### src/hdl/sirb_pkg.sv
package sirb_pkg;

  typedef enum logic [2:0] {
    CMD_READ       = 3'd0,
    CMD_WRITE      = 3'd1,
    CMD_POLL       = 3'd2,
    CMD_XFER_DONE  = 3'd3,
    CMD_DEV_CHANGE = 3'd4
  } cmd_t;

  typedef enum logic [1:0] {
    REG_OUT   = 2'd0,
    REG_IN_HI = 2'd1,
    REG_IN_LO = 2'd2
  } chreg_t;

  typedef struct packed {
    logic [1:0] ch;
    chreg_t     sel;
  } chan_dec_t;

  typedef struct packed {
    logic [2:0]  command;
    logic [7:0]  address;
    logic [31:0] write_data;
    logic [1:0]  channel;
    logic        has_new_data;
    logic [31:0] data_high;
    logic [31:0] data_low;
  } item_t;

  typedef struct packed {
    logic [31:0] read_data;
    logic        irq;
    logic        send_pulse;
    logic        transfer_start;
    logic        transfer_abort;
    logic [1:0]  transfer_channel;
    logic [7:0]  in_length;
    logic [7:0]  out_length;
  } result_t;

  localparam logic [7:0] ADDR_POLL    = 8'h30;
  localparam logic [7:0] ADDR_COM_CSR = 8'h34;
  localparam logic [7:0] ADDR_STATUS  = 8'h38;
  localparam logic [7:0] ADDR_CLOCK   = 8'h3C;

  localparam int CSR_TSTART     = 0;
  localparam int CSR_RDSTINTMSK = 27;
  localparam int CSR_RDSTINT    = 28;
  localparam int CSR_COMERR     = 29;
  localparam int CSR_TCINTMSK   = 30;
  localparam int CSR_TCINT      = 31;
  localparam int STATUS_WR      = 31;

  localparam logic [31:0] CSR_COPY_MASK   = 32'h487F_7F06;
  localparam logic [31:0] RDST_ALL        = 32'h2020_2020;
  localparam logic [31:0] STATUS_ERR_MASK = 32'h0F0F_0F0F;
  localparam logic [31:0] STATUS_WR_CLR   = 32'h9010_1010;
  localparam logic [25:0] POLL_RESET      = 26'h007_0000;

  function automatic logic [7:0] len_of(input logic [6:0] f);
    return (f == 7'd0) ? 8'd128 : ({1'b0, f} + 8'd1);
  endfunction

  function automatic logic [31:0] newdata_flag(input logic [1:0] ch);
    return 32'h1 << {~ch, 3'd5};
  endfunction

  function automatic logic [31:0] norep_bit(input logic [1:0] ch);
    return 32'h1 << {~ch, 3'd3};
  endfunction

  function automatic chan_dec_t chan_decode(input logic [3:0] wi);
    chan_dec_t d;
    case (wi)
      4'd0:    d = '{ch: 2'd0, sel: REG_OUT};
      4'd1:    d = '{ch: 2'd0, sel: REG_IN_HI};
      4'd2:    d = '{ch: 2'd0, sel: REG_IN_LO};
      4'd3:    d = '{ch: 2'd1, sel: REG_OUT};
      4'd4:    d = '{ch: 2'd1, sel: REG_IN_HI};
      4'd5:    d = '{ch: 2'd1, sel: REG_IN_LO};
      4'd6:    d = '{ch: 2'd2, sel: REG_OUT};
      4'd7:    d = '{ch: 2'd2, sel: REG_IN_HI};
      4'd8:    d = '{ch: 2'd2, sel: REG_IN_LO};
      4'd9:    d = '{ch: 2'd3, sel: REG_OUT};
      4'd10:   d = '{ch: 2'd3, sel: REG_IN_HI};
      4'd11:   d = '{ch: 2'd3, sel: REG_IN_LO};
      default: d = '{ch: 2'd0, sel: REG_OUT};
    endcase
    return d;
  endfunction

endpackage

### src/hdl/serial_interface_register_block.sv
// Register block of a four-channel serial controller. Each item is a bus read or write,
// a poll-data report, a transfer-done event or a device-change event, and yields exactly one
// result item carrying read data, the interrupt level and the transfer/send strobes. One item
// is taken every clock cycle unless in_stall is high; an item is held in the input register
// and its result in the result register, which drives the out_ ports. Every register update
// of one item is done in a single pass so the next item already sees it. Stall on the result
// side holds both stages and backs up to in_stall in the same cycle.
module serial_interface_register_block #(
  parameter int CHANNELS     = 4,
  parameter int BUFFER_BYTES = 128
) (
  input  logic        clk,
  input  logic        rst_n,
  input  logic        in_valid,
  output logic        in_stall,
  input  logic [2:0]  in_command,
  input  logic [7:0]  in_address,
  input  logic [31:0] in_write_data,
  input  logic [1:0]  in_channel,
  input  logic        in_has_new_data,
  input  logic [31:0] in_data_high,
  input  logic [31:0] in_data_low,
  output logic        out_valid,
  input  logic        out_stall,
  output logic [31:0] out_read_data,
  output logic        out_irq,
  output logic        out_send_pulse,
  output logic        out_transfer_start,
  output logic        out_transfer_abort,
  output logic [1:0]  out_transfer_channel,
  output logic [7:0]  out_in_length,
  output logic [7:0]  out_out_length
);
  import sirb_pkg::*;

  item_t   item_in;
  item_t   item_r;
  result_t res_c;
  result_t res_r;
  logic    v1_r, v2_r;
  logic    load2;
  logic    fire;

  assign item_in = '{command: in_command, address: in_address, write_data: in_write_data,
                     channel: in_channel, has_new_data: in_has_new_data,
                     data_high: in_data_high, data_low: in_data_low};

  assign load2    = !v2_r || !out_stall;
  assign fire     = v1_r && load2;
  assign in_stall = v1_r && !load2;

  sirb_core #(
    .CHANNELS    (CHANNELS),
    .BUFFER_BYTES(BUFFER_BYTES)
  ) u_core (
    .clk   (clk),
    .rst_n (rst_n),
    .fire_i(fire),
    .item_i(item_r),
    .res_o (res_c)
  );

  always_ff @(posedge clk) begin
    if (!rst_n) begin
      v1_r <= 1'b0;
      v2_r <= 1'b0;
    end else begin
      if (!in_stall) begin
        v1_r <= in_valid;
      end
      if (load2) begin
        v2_r <= v1_r;
      end
    end
  end

  always_ff @(posedge clk) begin
    if (in_valid && !in_stall) begin
      item_r <= item_in;
    end
    if (fire) begin
      res_r <= res_c;
    end
  end

  assign out_valid            = v2_r;
  assign out_read_data        = res_r.read_data;
  assign out_irq              = res_r.irq;
  assign out_send_pulse       = res_r.send_pulse;
  assign out_transfer_start   = res_r.transfer_start;
  assign out_transfer_abort   = res_r.transfer_abort;
  assign out_transfer_channel = res_r.transfer_channel;
  assign out_in_length        = res_r.in_length;
  assign out_out_length       = res_r.out_length;

endmodule

### src/hdl/sirb_core.sv
module sirb_core #(
  parameter int CHANNELS     = 4,
  parameter int BUFFER_BYTES = 128
) (
  input  logic              clk,
  input  logic              rst_n,
  input  logic              fire_i,
  input  sirb_pkg::item_t   item_i,
  output sirb_pkg::result_t res_o
);
  import sirb_pkg::*;

  localparam int BUF_WORDS = BUFFER_BYTES / 4;
  localparam int BUF_AW    = (BUF_WORDS > 1) ? $clog2(BUF_WORDS) : 1;
  localparam int CH_W      = (CHANNELS > 1) ? $clog2(CHANNELS) : 1;

  logic [23:0] out_word_r [CHANNELS];
  logic [31:0] in_hi_r    [CHANNELS];
  logic [31:0] in_lo_r    [CHANNELS];
  logic [31:0] buf_r      [BUF_WORDS];
  logic [25:0] poll_r, poll_nxt;
  logic [31:0] csr_r, csr_nxt;
  logic [31:0] chst_r, chst_nxt;
  logic [31:0] clock_r, clock_nxt;

  logic [7:0]        addr;
  logic              is_buf;
  logic              is_chan;
  logic              buf_ok;
  logic [BUF_AW-1:0] bidx;
  chan_dec_t         dec;
  logic              dch_ok;
  logic              ich_ok;
  logic [CH_W-1:0]   dch_i;

  logic            out_we, hi_we, lo_we, buf_we;
  logic [23:0]     out_d;
  logic [31:0]     hi_d, lo_d;
  logic [1:0]      wr_ch;
  logic [CH_W-1:0] wr_i;
  result_t         res;
  logic [31:0]     c;

  assign addr    = {item_i.address[7:2], 2'b00};
  assign is_buf  = addr[7];
  assign is_chan = !addr[7] && !addr[6] && (addr[5:4] != 2'b11);
  assign bidx    = addr[BUF_AW+1:2];
  assign buf_ok  = is_buf && ({1'b0, addr[6:2]} < 6'(BUF_WORDS));
  assign dec     = chan_decode(addr[5:2]);
  assign dch_ok  = {1'b0, dec.ch} < 3'(CHANNELS);
  assign ich_ok  = {1'b0, item_i.channel} < 3'(CHANNELS);
  assign dch_i   = dec.ch[CH_W-1:0];
  assign wr_i    = wr_ch[CH_W-1:0];

  always_comb begin
    csr_nxt   = csr_r;
    chst_nxt  = chst_r;
    poll_nxt  = poll_r;
    clock_nxt = clock_r;
    out_we    = 1'b0;
    hi_we     = 1'b0;
    lo_we     = 1'b0;
    buf_we    = 1'b0;
    out_d     = '0;
    hi_d      = '0;
    lo_d      = '0;
    wr_ch     = item_i.channel;
    res       = '0;
    c         = csr_r;
    case (cmd_t'(item_i.command))
      CMD_READ: begin
        if (is_buf) begin
          if (buf_ok) begin
            res.read_data = buf_r[bidx];
          end
        end else if (is_chan) begin
          if (dch_ok) begin
            case (dec.sel)
              REG_OUT: begin
                res.read_data = {8'h00, out_word_r[dch_i]};
              end
              REG_IN_HI: begin
                chst_nxt = chst_r & ~newdata_flag(dec.ch);
                csr_nxt[CSR_RDSTINT] = |(chst_nxt & RDST_ALL);
                res.read_data = in_hi_r[dch_i];
              end
              REG_IN_LO: begin
                chst_nxt = chst_r & ~newdata_flag(dec.ch);
                csr_nxt[CSR_RDSTINT] = |(chst_nxt & RDST_ALL);
                res.read_data = in_lo_r[dch_i];
              end
              default: ;
            endcase
          end
        end else begin
          case (addr)
            ADDR_POLL:    res.read_data = {6'h00, poll_r};
            ADDR_COM_CSR: res.read_data = csr_r;
            ADDR_STATUS:  res.read_data = chst_r;
            ADDR_CLOCK:   res.read_data = clock_r;
            default:      res.read_data = '0;
          endcase
        end
      end
      CMD_WRITE: begin
        if (is_buf) begin
          buf_we = buf_ok;
        end else if (is_chan) begin
          wr_ch = dec.ch;
          if (dch_ok) begin
            case (dec.sel)
              REG_OUT: begin
                out_we = 1'b1;
                out_d  = item_i.write_data[23:0];
              end
              REG_IN_HI: begin
                hi_we = 1'b1;
                hi_d  = item_i.write_data;
              end
              REG_IN_LO: begin
                lo_we = 1'b1;
                lo_d  = item_i.write_data;
              end
              default: ;
            endcase
          end
        end else begin
          case (addr)
            ADDR_POLL: begin
              poll_nxt = item_i.write_data[25:0];
            end
            ADDR_COM_CSR: begin
              c = (csr_r & ~CSR_COPY_MASK) | (item_i.write_data & CSR_COPY_MASK);
              c[CSR_COMERR] = 1'b0;
              if (item_i.write_data[CSR_RDSTINT]) begin
                c[CSR_RDSTINT] = 1'b0;
              end
              if (item_i.write_data[CSR_TCINT]) begin
                c[CSR_TCINT] = 1'b0;
              end
              if (item_i.write_data[CSR_TSTART]) begin
                c[CSR_TSTART]        = 1'b1;
                res.transfer_start   = 1'b1;
                res.transfer_channel = c[2:1];
                res.in_length        = len_of(c[14:8]);
                res.out_length       = len_of(c[22:16]);
              end else if (c[CSR_TSTART]) begin
                res.transfer_abort = 1'b1;
                c[CSR_TSTART]      = 1'b0;
              end
              if (!c[CSR_TSTART]) begin
                c[CSR_RDSTINT] = |(chst_r & RDST_ALL);
              end
              csr_nxt = c;
            end
            ADDR_STATUS: begin
              chst_nxt = chst_r & ~(item_i.write_data & STATUS_ERR_MASK);
              if (item_i.write_data[STATUS_WR]) begin
                res.send_pulse = 1'b1;
                chst_nxt       = chst_nxt & ~STATUS_WR_CLR;
              end
            end
            ADDR_CLOCK: begin
              clock_nxt = item_i.write_data;
            end
            default: ;
          endcase
        end
      end
      CMD_POLL: begin
        if (ich_ok) begin
          hi_we = 1'b1;
          hi_d  = item_i.data_high;
          lo_we = 1'b1;
          lo_d  = item_i.data_low;
          if (item_i.has_new_data) begin
            chst_nxt = chst_r | newdata_flag(item_i.channel);
          end else begin
            chst_nxt = chst_r & ~newdata_flag(item_i.channel);
          end
          csr_nxt[CSR_RDSTINT] = |(chst_nxt & RDST_ALL);
        end
      end
      CMD_XFER_DONE: begin
        if (csr_r[CSR_TSTART]) begin
          csr_nxt[CSR_TSTART]  = 1'b0;
          csr_nxt[CSR_TCINT]   = 1'b1;
          csr_nxt[CSR_RDSTINT] = |(chst_r & RDST_ALL);
        end
      end
      CMD_DEV_CHANGE: begin
        if (ich_ok) begin
          out_we              = 1'b1;
          hi_we               = 1'b1;
          lo_we               = 1'b1;
          chst_nxt            = chst_r | norep_bit(item_i.channel);
          csr_nxt[CSR_COMERR] = 1'b1;
        end
      end
      default: ;
    endcase
    res.irq = (csr_nxt[CSR_RDSTINT] & csr_nxt[CSR_RDSTINTMSK]) |
              (csr_nxt[CSR_TCINT] & csr_nxt[CSR_TCINTMSK]);
  end

  assign res_o = res;

  always_ff @(posedge clk) begin
    if (!rst_n) begin
      poll_r  <= POLL_RESET;
      csr_r   <= '0;
      chst_r  <= '0;
      clock_r <= '0;
      for (int i = 0; i < CHANNELS; i++) begin
        out_word_r[i] <= '0;
        in_hi_r[i]    <= '0;
        in_lo_r[i]    <= '0;
      end
      for (int j = 0; j < BUF_WORDS; j++) begin
        buf_r[j] <= '0;
      end
    end else if (fire_i) begin
      poll_r  <= poll_nxt;
      csr_r   <= csr_nxt;
      chst_r  <= chst_nxt;
      clock_r <= clock_nxt;
      if (out_we) begin
        out_word_r[wr_i] <= out_d;
      end
      if (hi_we) begin
        in_hi_r[wr_i] <= hi_d;
      end
      if (lo_we) begin
        in_lo_r[wr_i] <= lo_d;
      end
      if (buf_we) begin
        buf_r[bidx] <= item_i.write_data;
      end
    end
  end

endmodule

### config.mk
export PLATFORM = sky130hd
export DESIGN_NAME = serial_interface_register_block
export DESIGN_NICKNAME = d
export VERILOG_FILES = /design/src/hdl/sirb_pkg.sv /design/src/hdl/serial_interface_register_block.sv /design/src/hdl/sirb_core.sv
export SDC_FILE = /design/constraint.sdc
export NUM_CORES = 2
export LEC_CHECK = 0
export ABC_CLOCK_PERIOD_IN_PS = 11900
export BUFFER_PORTS_ARGS = -buffer_cell sky130_fd_sc_hd__buf_2
export CORE_UTILIZATION = 40
export DETAILED_ROUTE_END_ITERATION = 8
export GPL_TIMING_DRIVEN = 0
export PLACE_DENSITY = 0.58
export SYNTH_ARGS = -nofsm -noshare
export SYNTH_HDL_FRONTEND = slang
export SYNTH_HIERARCHICAL = 1
export SYNTH_SLANG_ARGS = --single-unit
### constraint.sdc
create_clock -name clk -period 11.9 [get_ports clk]
set_clock_uncertainty 0.1 [all_clocks]
set_input_delay 2.38 -clock clk [delete_from_list [all_inputs] [get_ports clk]]
set_output_delay 2.38 -clock clk [all_outputs]
set_load 0.03 [all_outputs]
# Yosys cells after proc, flatten, opt, wreduce, memory -nomap -nowiden
# Memory sizes are Yosys's and may differ from the RTL's. A register that Yosys moved wholly into a read port is not among the register bits.
# Index checks and enable logic that the tools add are counted.
word_totals:
  reg_bits: 288
  mem_bits_rw: 1376
  mem_bits_ro: 64
  input_bits: 114
  elab_cells: 214
  memories: 5
memory_table:
  columns: ["name", "words", "word_bits", "read_ports", "rd_clocked_by_memory_dff", "wr", "line_no", "source"]
  rows:
  - ["u_core.buf_r", 32, 32, 1, 1, 32, "sirb_core.sv:20", "logic [31:0] buf_r [BUF_WORDS];"]
  - ["u_core.in_hi_r", 4, 32, 1, 0, 4, "sirb_core.sv:18", "logic [31:0] in_hi_r [CHANNELS];"]
  - ["u_core.in_lo_r", 4, 32, 1, 0, 4, "sirb_core.sv:19", "logic [31:0] in_lo_r [CHANNELS];"]
  - ["u_core.out_word_r", 4, 24, 1, 0, 4, "sirb_core.sv:17", "logic [23:0] out_word_r [CHANNELS];"]
  - ["(name not given)", 16, 4, 1, 1, 0, "sirb_pkg.sv:76", "case (wi)"]
op_classes:
  add_sub_neg: 2
  eq_ne: 18
  shifts: 3
  n_mux: 100
  n_bitwise: 20
  reduce_logical: 40
ops:
  columns: ["operator", "n"]
  rows:
  - ["2-to-1 mux 32 bit", 23]
  - ["case mux 32 bit (4 select lines)", 2]
  - ["case mux 32 bit (2 select lines)", 2]
  - ["2-to-1 mux 24 bit", 5]
  - ["AND 32 bit", 3]
  - ["case mux 32 bit (3 select lines)", 1]
  - ["OR reduction 32 bit", 3]
  - ["<< shifter 1 x 5 -> 32 bit, first input constant", 3]
  - ["NOT 32 bit", 2]
  - ["OR 32 bit", 2]
  - ["2-to-1 mux 1 bit", 48]
  - ["NOT 28 -> 32 bit", 1]
  - ["OR 32 x 31 -> 32 bit", 1]
  - ["2-to-1 mux 27 bit", 1]
  - ["AND reduction 5 bit", 5]
  - ["== test 6 x 4 -> 1 bit, second input constant", 4]
  - ["OR reduction 24 bit", 1]
  - ["OR reduction 4 bit", 5]
  - ["adder 7 x 1 -> 8 bit, second input constant", 2]
  - ["2-to-1 mux 8 bit", 2]
  - ["zero test 7 bit", 2]
  - ["!= test 2 bit, second input constant", 7]
  - ["2-to-1 mux 2 bit", 6]
  - ["case mux 1 bit (2 select lines)", 6]
  - ["24 further kinds", 46]

# Logic depth before layout (Yosys ltp)
logic_depth:
  word_depth: 13
  depth_mapped: 17
  mapped_depth_nobuf: 13

# By module
# Netlist, hierarchy kept.
modules_own_cells:
  columns: ["mod", "instances", "cells_per_inst", "area_each_um2"]
  rows:
  - ["sirb_core", 1, 5334, 69118.8]
  - ["serial_interface_register_block", 1, 172, 5008.6]

# Worst setup path after synthesis
# No wires, ideal clock.
synth_timing:
  kind: "input -> register"
  start: "input out_stall"
  end: "memory u_core.buf_r[15][0], enable pin"
  setup_ps: 466
  arrival_ps: 10297
  path_slack_ps: 1037
  path_stages: 8
  path_buffers: 2
  path_cell_list: "a21boi_0 and2b_1 nand2_1 nor3_2 nand2_1 clkbuf_1 clkbuf_1 o21ai_0"
synth_rtl:
  columns: ["element", "line_no", "source"]
  rows:
  - ["start: declaration", "serial_interface_register_block.sv:24", "input logic out_stall,"]
  - ["end: declaration", "sirb_core.sv:20", null]

==> run metrics <==
run status=complete, but fails checks; failing checks=capacitance limit, slew limit; CP cell instances=buf_2 > a21boi_4 > buf_12 > and2b_1 > nand2_1 > nor3_2 > nand2_1 > buf_2 > clkbuf_1 > o21ai_4 > buf_16; CP max stage cell=o21ai_4; cts hold-fix bufs=0; # Max-Cap Violations=2; Inserted Clock Buffers=179; count of port buffers added during placement=167; RR Startpoint=item_r[103]$_DFFE_PP_; Met2 Wirelength=122000 µm; critical setup path kind=primary input to flip-flop; Worst Setup Slack, final=5.56 ns; Synth Warn #=6; # clock sinks=1652; post-synthesis cell area=74100 µm²; Slew HR=-8.30%; Max Slew Vio Count=22; Critical Path Source=out_stall; length of routed wiring on met1=109000 µm; nets in the synthesized netlist=5633; Initial Util=40.4%; Clock H-tree levels=4; latest clock arrival within the worst-skew pair=0.84 ns; total setup buffers inserted after CTS=0; synthesized netlist cell count=5504; startpoint type of the worst setup path=primary input; clock edge transition at the registers on the reported setup and hold paths=0.06 ns; Final min period=6.34 ns; Fmax=158 MHz; Die Y-Extent=432 µm; sum of net half-perimeters after detailed placement=193000 µm; total global routing overflow=0; number of DRC markers after the initial detailed-route iteration=7180; remaining number of nets flagged by the antenna check after routing=0; die area=187000 µm²; nets=6030; Die X=432 µm; met3 WL post-DR=25900 µm; final weighted congestion of routability-driven global placement=0.945; vias per inst=5.90; number of gates resized after cts=0; crit path capture type=flip-flop; setup repair after global routing missed its margin=false; final hold viol count=0; vias in the first global route=47800; first-pass GRT wire length=368000 µm; worst hold path startpoint=u_core/chst_r[4]$_SDFFE_PN0P_; Placement Setup Slack=4.83 ns; Min Hold Slack=0.332 ns; biggest fanout along the worst timing path=21; Post-Layout Inst Area=85200 µm²; mean instance size in the synthesized netlist=13.5 µm²; all-layer global routing usage=28.3%; final setup violating endpoints=0; TritonCTS clock tree=done; count of vias placed by the detailed router=50200; first-pass detailed-route iteration total=9; critical path required time=12.32 ns; highest layer used for signal routing=met5; relative area change from synthesis to final layout=15.0%; endpoint arrival time on the critical path=6.76 ns; number of antenna violations at the first check in global routing=10; DRT Wirelength=269000 µm; proportion of layout cells with a drive suffix above 1=14.2%; site row count=157; wire per inst=31.6 µm; number of ports placed on the die boundary=170; transition time at the pin with the least slew margin=1.62 ns; buffers from clock root to sink, at most=3; highest ir drop seen on vdd=163 µV; ratio of total power to cell area=155 nW/µm²; CORE AREA=183000 µm²; HP Class=flip-flop to flip-flop; pin count of the biggest net entering global routing=29; Clock Root Buffer=clkbuf_16; standby leakage power=0.0307 µW; final period utilization=53.3%; cell area reported after detailed placement=79400 µm²; remaining routing DRC violations=0; Slowest Stage Delay on Critical Path=0.97 ns
area by class of cell:
cell class | count | area, µm²
multi-input cells | 3296 | 23300
fillers | 16400 | 98300
plain buffers | 507 | 2500
clock inverters | 106 | 1060
inverters | 49 | 184
diodes | 6 | 15.0
repair buffers | 216 | 1850
flip-flops and latches | 1652 | 48500
clock buffers | 223 | 4680
well taps | 2464 | 3080
through the flow:
step,total power [µW],cells,util [%],TNS [ns]
after floorplan,7260,5504,-,0
after CTS,13200,8512,46.4,0
after global placement,7780,8135,42.5,-9669.67
after global routing,13500,8513,46.4,0
after detailed placement,7800,8183,43.3,0
final,13200,8519,46.4,0
report_power, final:
part	total, µW	switching, µW	internal, µW
registers	6590	70.7	6520
clock network	5510	2380	3130
logic	1110	794	318
total	13200	3240	9960
sequential cells by signal (all words and copies together) (netlist names), 2 cells and up:
signal	flops
u_core/clock_r	32
out_read_data	32
u_core/out_word_r	96
u_core/buf_r	1024
out_out_length	8
u_core/csr_r	22
u_core/in_hi_r	128
u_core/poll_r	26
item_r	108
out_in_length	8
out_transfer_channel	2
u_core/in_lo_r	128
u_core/chst_r	32
worst max-delay path: cells and delay by family:
| kind | cells | cell delay, ns |
|---|---|---|
| compound gates | 2 | 1.61 |
| buf+inv | 5 | 1.65 |
| simple gates | 4 | 1.04 |
cells in the final DEF, fill, tap and decap left out, types with 44 or more instances in the layout:
cell       instances
nand2_1          304
clkbuf_1         345
edfxtp_1        1538
clkbuf_16        181
inv_1             47
o21ai_0           44
nor3_1           147
mux2i_1          446
o22ai_1          114
mux4_2           109
buf_12            53
nor2_1           439
dfxtp_1          114
buf_2            279
and2_1           924
a21oi_1          179
a22oi_1          181
metal layers:
metal	vias up	GRT usage [%]
met4	6	12.5
li1	21100	-
met3	504	5.66
met2	2961	43.4
met1	25700	38.9
met5	-	0
path summary, 6_finish.rpt:
path	endpoint	slack [ns]	depth (start not counted)
setup / recovery	u_core/buf_r[22][28]$_SDFFCE_PN0P_	5.56	11
hold / removal	u_core/chst_r[4]$_SDFFE_PN0P_	0.33	2
setup reg to reg	u_core/in_hi_r[2][17]$_SDFFCE_PN0P_	5.86	17
hold reg to reg	u_core/chst_r[4]$_SDFFE_PN0P_	0.33	2
Power figures use the tool's default switching activity.
